===== src/design/vbec_pkg.sv =====
package vbec_pkg;

    localparam int MAX_DIM   = 256;
    localparam int FRAC_BITS = 16;
    localparam int WF        = 24;
    localparam int ROUND_SH  = WF - FRAC_BITS;

    localparam int POS_W  = 8;
    localparam int SIZE_W = 9;
    localparam int STR_W  = 17;
    localparam int SEED_W = 16;
    localparam int DENS_W = 24;
    localparam int CFG_W  = 17;
    localparam int P_W    = 26;
    localparam int R_W    = 30;
    localparam int SIN_W  = 32;

    localparam logic [SIZE_W-1:0] SIZE_RESET = SIZE_W'(64);
    localparam logic [STR_W-1:0]  STR_ONE    = STR_W'(65536);

    localparam logic signed [47:0] K_X1 = 48'sd740557;
    localparam logic signed [47:0] K_Y1 = 48'sd465306;
    localparam logic signed [47:0] K_Z2 = 48'sd635699;
    localparam logic signed [47:0] K_Y2 = 48'sd347341;
    localparam logic signed [63:0] INV_TWO_PI_Q32 = 64'sd683565276;
    localparam logic [31:0]        K_PH2   = 32'd47841;
    localparam logic signed [43:0] K_ROUGH = 44'sd14418;
    localparam logic [21:0]        BASE_C0 = 22'd587203;
    localparam logic [37:0]        BASE_C1 = 38'd1090519;

    localparam logic [30:0] Q30_ONE = 31'h4000_0000;
    localparam logic [30:0] SIN_C1  = 31'd1686629713;
    localparam logic [30:0] SIN_C3  = 31'd693598668;
    localparam logic [30:0] SIN_C5  = 31'd85569306;
    localparam logic [30:0] SIN_C7  = 31'd5026995;

    typedef enum logic [2:0] {
        CFG_SIZE_X   = 3'd0,
        CFG_SIZE_Y   = 3'd1,
        CFG_SIZE_Z   = 3'd2,
        CFG_STRENGTH = 3'd3,
        CFG_SEED     = 3'd4
    } cfg_index_t;

    typedef logic [25:0] quot_tbl_t [256];
    typedef logic [7:0]  rem_tbl_t  [256];
    typedef logic [24:0] recip_tbl_t [256];

    typedef struct packed {
        logic [7:0]  d;
        logic [25:0] a;
        logic [7:0]  b;
        logic [24:0] m;
        logic [6:0]  h;
    } axis_cfg_t;

    // Shift and subtract division; the remainder sits above the quotient.
    function automatic logic [33:0] long_div(input logic [25:0] num, input logic [7:0] den);
        logic [25:0] q;
        logic [8:0]  r;
        q = '0;
        r = '0;
        for (int b = 25; b >= 0; b--) begin
            r = {r[7:0], num[b]};
            if (r >= {1'b0, den}) begin
                r    = r - {1'b0, den};
                q[b] = 1'b1;
            end
        end
        return {r[7:0], q};
    endfunction

    function automatic quot_tbl_t build_quot();
        quot_tbl_t   t;
        logic [33:0] qr;
        t[0] = '0;
        for (int i = 1; i < 256; i++) begin
            qr   = long_div(26'h200_0000, 8'(i));
            t[i] = qr[25:0];
        end
        return t;
    endfunction

    function automatic rem_tbl_t build_rem();
        rem_tbl_t    t;
        logic [33:0] qr;
        t[0] = '0;
        for (int i = 1; i < 256; i++) begin
            qr   = long_div(26'h200_0000, 8'(i));
            t[i] = qr[33:26];
        end
        return t;
    endfunction

    function automatic recip_tbl_t build_recip();
        recip_tbl_t  t;
        logic [33:0] qr;
        t[0] = '0;
        for (int i = 1; i < 256; i++) begin
            qr   = long_div(26'((1 << 24) + i - 1), 8'(i));
            t[i] = qr[24:0];
        end
        return t;
    endfunction

    localparam quot_tbl_t  QUOT_TBL  = build_quot();
    localparam rem_tbl_t   REM_TBL   = build_rem();
    localparam recip_tbl_t RECIP_TBL = build_recip();

    function automatic axis_cfg_t axis_cfg(input logic [SIZE_W-1:0] n);
        axis_cfg_t   c;
        logic [SIZE_W-1:0] nc;
        if (n < SIZE_W'(2)) begin
            nc = SIZE_W'(2);
        end else if (n > SIZE_W'(MAX_DIM)) begin
            nc = SIZE_W'(MAX_DIM);
        end else begin
            nc = n;
        end
        c.d = 8'(nc - SIZE_W'(1));
        c.a = QUOT_TBL[c.d];
        c.b = REM_TBL[c.d];
        c.m = RECIP_TBL[c.d];
        c.h = c.d[7:1];
        return c;
    endfunction

    function automatic logic [20:0] base_depth(input logic [STR_W-1:0] strength);
        logic [STR_W-1:0] s;
        logic [37:0]      prod;
        s    = (strength > STR_ONE) ? STR_ONE : strength;
        prod = BASE_C1 * {21'd0, s};
        return 21'(BASE_C0 + prod[37:16]);
    endfunction

endpackage


===== src/design/vbec_coord.sv =====
module vbec_coord
    import vbec_pkg::*;
(
    input  logic                  aclk,
    input  logic                  en,
    input  logic [POS_W-1:0]      pos,
    input  axis_cfg_t             cfg,
    output logic signed [P_W-1:0] p,
    output logic                  face
);

    logic [7:0]     pc;
    logic [33:0]    pa_full;
    logic [15:0]    w_next;
    logic [25:0]    pa_reg;
    logic [15:0]    w_reg;
    logic           face_reg;
    logic [40:0]    wm;
    logic [25:0]    q;
    logic signed [P_W-1:0] p_reg;

    assign pc      = (pos > cfg.d) ? cfg.d : pos;
    assign pa_full = {26'd0, pc} * {8'd0, cfg.a};
    assign w_next  = 16'({8'd0, pc} * {8'd0, cfg.b}) + 16'(cfg.h);
    assign wm      = {25'd0, w_reg} * {16'd0, cfg.m};
    assign q       = pa_reg + 26'(wm[40:24]);

    always_ff @(posedge aclk) begin
        if (en) begin
            pa_reg   <= pa_full[25:0];
            w_reg    <= w_next;
            face_reg <= (pc == 8'd0) || (pc == cfg.d);
            p_reg    <= signed'(q - 26'(1 << WF));
        end
    end

    assign p    = p_reg;
    assign face = face_reg;

endmodule


===== config.mk =====
export PLATFORM = sky130hd
export DESIGN_NAME = vbec_coord
export DESIGN_NICKNAME = d
export VERILOG_FILES = /design/src/design/vbec_pkg.sv /design/src/design/vbec_coord.sv
export SDC_FILE = /design/constraint.sdc
export NUM_CORES = 2
export LEC_CHECK = 0
export CORE_MARGIN = 1.5
export CORE_UTILIZATION = 58
export CTS_BUF_LIST = sky130_fd_sc_hd__clkbuf_2
export CTS_CLUSTER_SIZE = 25
export DETAILED_ROUTE_END_ITERATION = 8
export DONT_BUFFER_PORTS = 1
export PLACE_DENSITY = 0.72
export SYNTH_ARGS = -nofsm -noshare
export SYNTH_HDL_FRONTEND = slang
export SYNTH_SLANG_ARGS = --single-unit

===== constraint.sdc =====
create_clock -name aclk -period 17.6 [get_ports aclk]
set_input_delay 1.76 -clock aclk [delete_from_list [all_inputs] [get_ports aclk]]
set_output_delay 1.76 -clock aclk [all_outputs]
set_load 0.005 [all_outputs]

==> summary.log <==
INFO  worst_setup_path worst_r2r_path_depth=33
INFO  yosys          syn-mean-instance-area=9.14um2
INFO  timing         setup_viol=0
INFO  worst_setup_path path_buf_inv=6
INFO  yosys          synthCells=2460
INFO  yosys          post_synth_instance_area=22500um2
INFO  drt            routed-via-count=15.9k
INFO  global_route   gr_util_all_layers=28.4%
INFO  worst_setup_path path_common_cell=fa_1
INFO  hold_path      hold-path-cell-count=1
INFO  yosys          ys.flop_type=edfxtp_1
INFO  layout         fin_cells=2905
INFO  timing         hold_ws=0.585ns
INFO  floorplanning  initial_core_util=59.3%
INFO  yosys          async_set_reset_flop_share_out_of_synthesis=0%
INFO  global_route   grt_pass1_wl=88.0mm
INFO  clock_tree     postCtsResizedCells=0
INFO  yosys          ys_ff_latch=69
INFO  yosys          ys_types=54
INFO  yosys          top_cells_by_area_in_the_synthesized_netlist=fa_1, ha_1, inv_1
INFO  hold_path      hp-class=register to register
INFO  layout         drive_gt1_share=1.30%
INFO  clock_tree     h-tree-depth=3
INFO  layout         syn2layout_area_growth=2.20%
INFO  floorplanning  top_level_ports=111
INFO  timing         final_cycle_share=52.5%
INFO  worst_setup_path crit_type=register to register
INFO  worst_setup_path critical_path.startpoint_type=register
INFO  timing         timing.final.hold_violations=0
INFO  timing         setup_repair_after_global_routing_missed_its_margin=no
INFO  worst_setup_path crit_path_max_fanout=25
INFO  clock_tree     path_clk_slew=0.24ns
INFO  worst_setup_path cp-end-kind=register
INFO  global_route   grt_max_degree=70
INFO  clock_tree     clock_sinks=69
INFO  clock_tree     tritoncts_clock_tree=yes
INFO  drt            totalWireLength=52.3mm
INFO  drt            routedWlPerCell=18.0um
INFO  yosys          mappedNetlistNets=3233
INFO  worst_setup_path crit_family=adder cells
INFO  clock_tree     cts_buffers=9
INFO  yosys          cell_taking_the_most_area_after_synthesis=fa_1
INFO  place          placer_s_final_routability_congestion_estimate=0.888
INFO  run            max_cap_viol_count=0
INFO  timing         max-slew-margin-rel=14.4%
INFO  worst_setup_path worst_path_largest_cell_delay=1.21ns
INFO  floorplanning  placeableCoreArea=37900um2
INFO  timing         final_max_slew_viol_count=0
INFO  timing         setup_tns=0ns
INFO  clock_tree     cts.hold.buffers_added=0
INFO  worst_setup_path critPathArrivalTime=9.57ns
INFO  layout         fillers=3303
INFO  clock_tree     clock_tree.buffer_depth=2
INFO  drt            drc_errors=0
INFO  floorplanning  rows=71
INFO  timing         worst_pin_slew=1.28ns
INFO  layout         design.final.nets=3161
INFO  yosys          ys_warn_count=0
INFO  drt            avgViaCountPerCell=5.48
INFO  worst_setup_path critical_path_depth=33
INFO  clock_tree     insertion_delay=0.57ns
INFO  clock_tree     post_cts.repair.setup_buffers=0
INFO  yosys          synth_enable_flop_cells=69
INFO  timing         post-route-min-period=9.23ns
INFO  timing         finalClockSkew=0.0390ns
INFO  yosys          synth_sequential_area_ratio=9.21%
INFO  timing         clock.fmax=108MHz
INFO  floorplanning  design.die.area=40000um2
INFO  place          placed_cells=2888
INFO  clock_tree     cts_root_buffer=clkbuf_2
INFO  floorplanning  die-width=200um
INFO  global_route   grt_antenna_before_repair=1
INFO  drt            antenna_violating_nets_post_route=0
INFO  yosys          netlist.area_leader.share=43.0%
INFO  worst_setup_path cell_with_the_biggest_individual_delay_on_the_critical_path=edfxtp_1
INFO  place          hpwl=40.8mm
INFO  global_route   grt_pass1_vias=17.9k
INFO  global_route   global_route.overflow_total=0
INFO  place          port-buffer-count=0
INFO  run_status     run_status=complete, no violations
INFO  worst_setup_path cp_data_required_time=17.94ns
INFO  floorplanning  fp.dieH=200um
INFO  drt            drt_first_iter_violations=735
INFO  drt            detailedRoute.firstPassIterationCount=5
==> cells in the mapped netlist, drive strengths merged (25+ instances only) <==
| master | number |
|---|---|
| o21ai | 38 |
| ha | 206 |
| nand2 | 410 |
| clkbuf | 85 |
| fa | 483 |
| and2 | 265 |
| inv | 558 |
| a21oi | 51 |
| nand3 | 25 |
| nor2 | 41 |
| xor2 | 29 |
| edfxtp | 69 |
| xnor2 | 53 |
==> layout by cell type (no fill, tap or decap), types with 9 or more instances in the layout <==
master    synthesis  final
ha_1            206    206
nor2_1           41     41
xor2_1           29     29
inv_1           558    558
nand4_1          10     10
nand3_1          25     25
edfxtp_1         69     69
a21o_1           18     18
clkbuf_2          0      9
o21ai_0          36     35
and3_1            9      9
fa_1            483    483
and2_1          265    265
nand2_1         409    409
nor3_1           12     12
a21oi_1          51     51
xnor2_1          52     52
==> metal layers <==
metal,vias up,track usage (%),wire length [um]
li1,7197,-,-
met1,8161,35.3,20700
met2,493,50.3,26400
met3,80,4.39,3450
met4,0,10.4,1770
met5,-,0,0
==> stage by stage <==
step | setup WS [ns] | instance area [um2] | util (%)
final | 8.37 | 23000 | 60.6
after global routing | 7.83 | 23000 | 60.6
after CTS | 8.36 | 23000 | 60.6
after detailed placement | 7.99 | 22800 | 60.2
after global placement | 8.16 | 22800 | 60.2
after floorplan | 8.57 | 22500 | -
==> layout make-up <==
type / instances / area, um2 / area share [%]
multi-input cells: 1747 / 18000 / 78.3
inverters: 558 / 2090 / 9.11
flip-flops and latches: 69 / 2070 / 9.01
well taps: 511 / 639 / 2.78
clock inverters: 7 / 105 / 0.457
clock buffers: 9 / 45.0 / 0.196
repair buffers: 3 / 22.5 / 0.0980
diodes: 1 / 2.50 / 0.0109
==> worst paths after layout <==
check / from / endpoint / slack, ns
hold reg to reg: pa_reg[0]$_DFFE_PP_ / p[0]$_DFFE_PP_ / 0.58
setup / recovery: w_reg[7]$_DFFE_PP_ / p[20]$_DFFE_PP_ / 8.37
hold / removal: pa_reg[0]$_DFFE_PP_ / p[0]$_DFFE_PP_ / 0.58
setup reg to reg: w_reg[7]$_DFFE_PP_ / p[20]$_DFFE_PP_ / 8.37
==> worst reg2reg max path: cells and delay by family (launching register included) <==
family                     cells  cell delay (ns)
DFF                            1             1.21
AOI/OAI and AO/OA             13             2.66
xor gates and xnor gates       2             0.25
and+or+nand+nor                3             0.68
adders and majority gates      9             3.90
buffers and inverters          6             0.30
==> cells by family after synthesis <==
group / share of synthesized area (%)
AOI/OAI and AO/OA: 4.44
DFF: 9.21
xor gates and xnor gates: 3.43
muxes: 0.473
buffers and inverters: 10.7
adders and majority gates: 54.4
and+or+nand+nor: 17.2
Power is left out: the tool's default activity adds up to more than one toggle a clock period on the data nets, which glitch-free logic cannot reach.
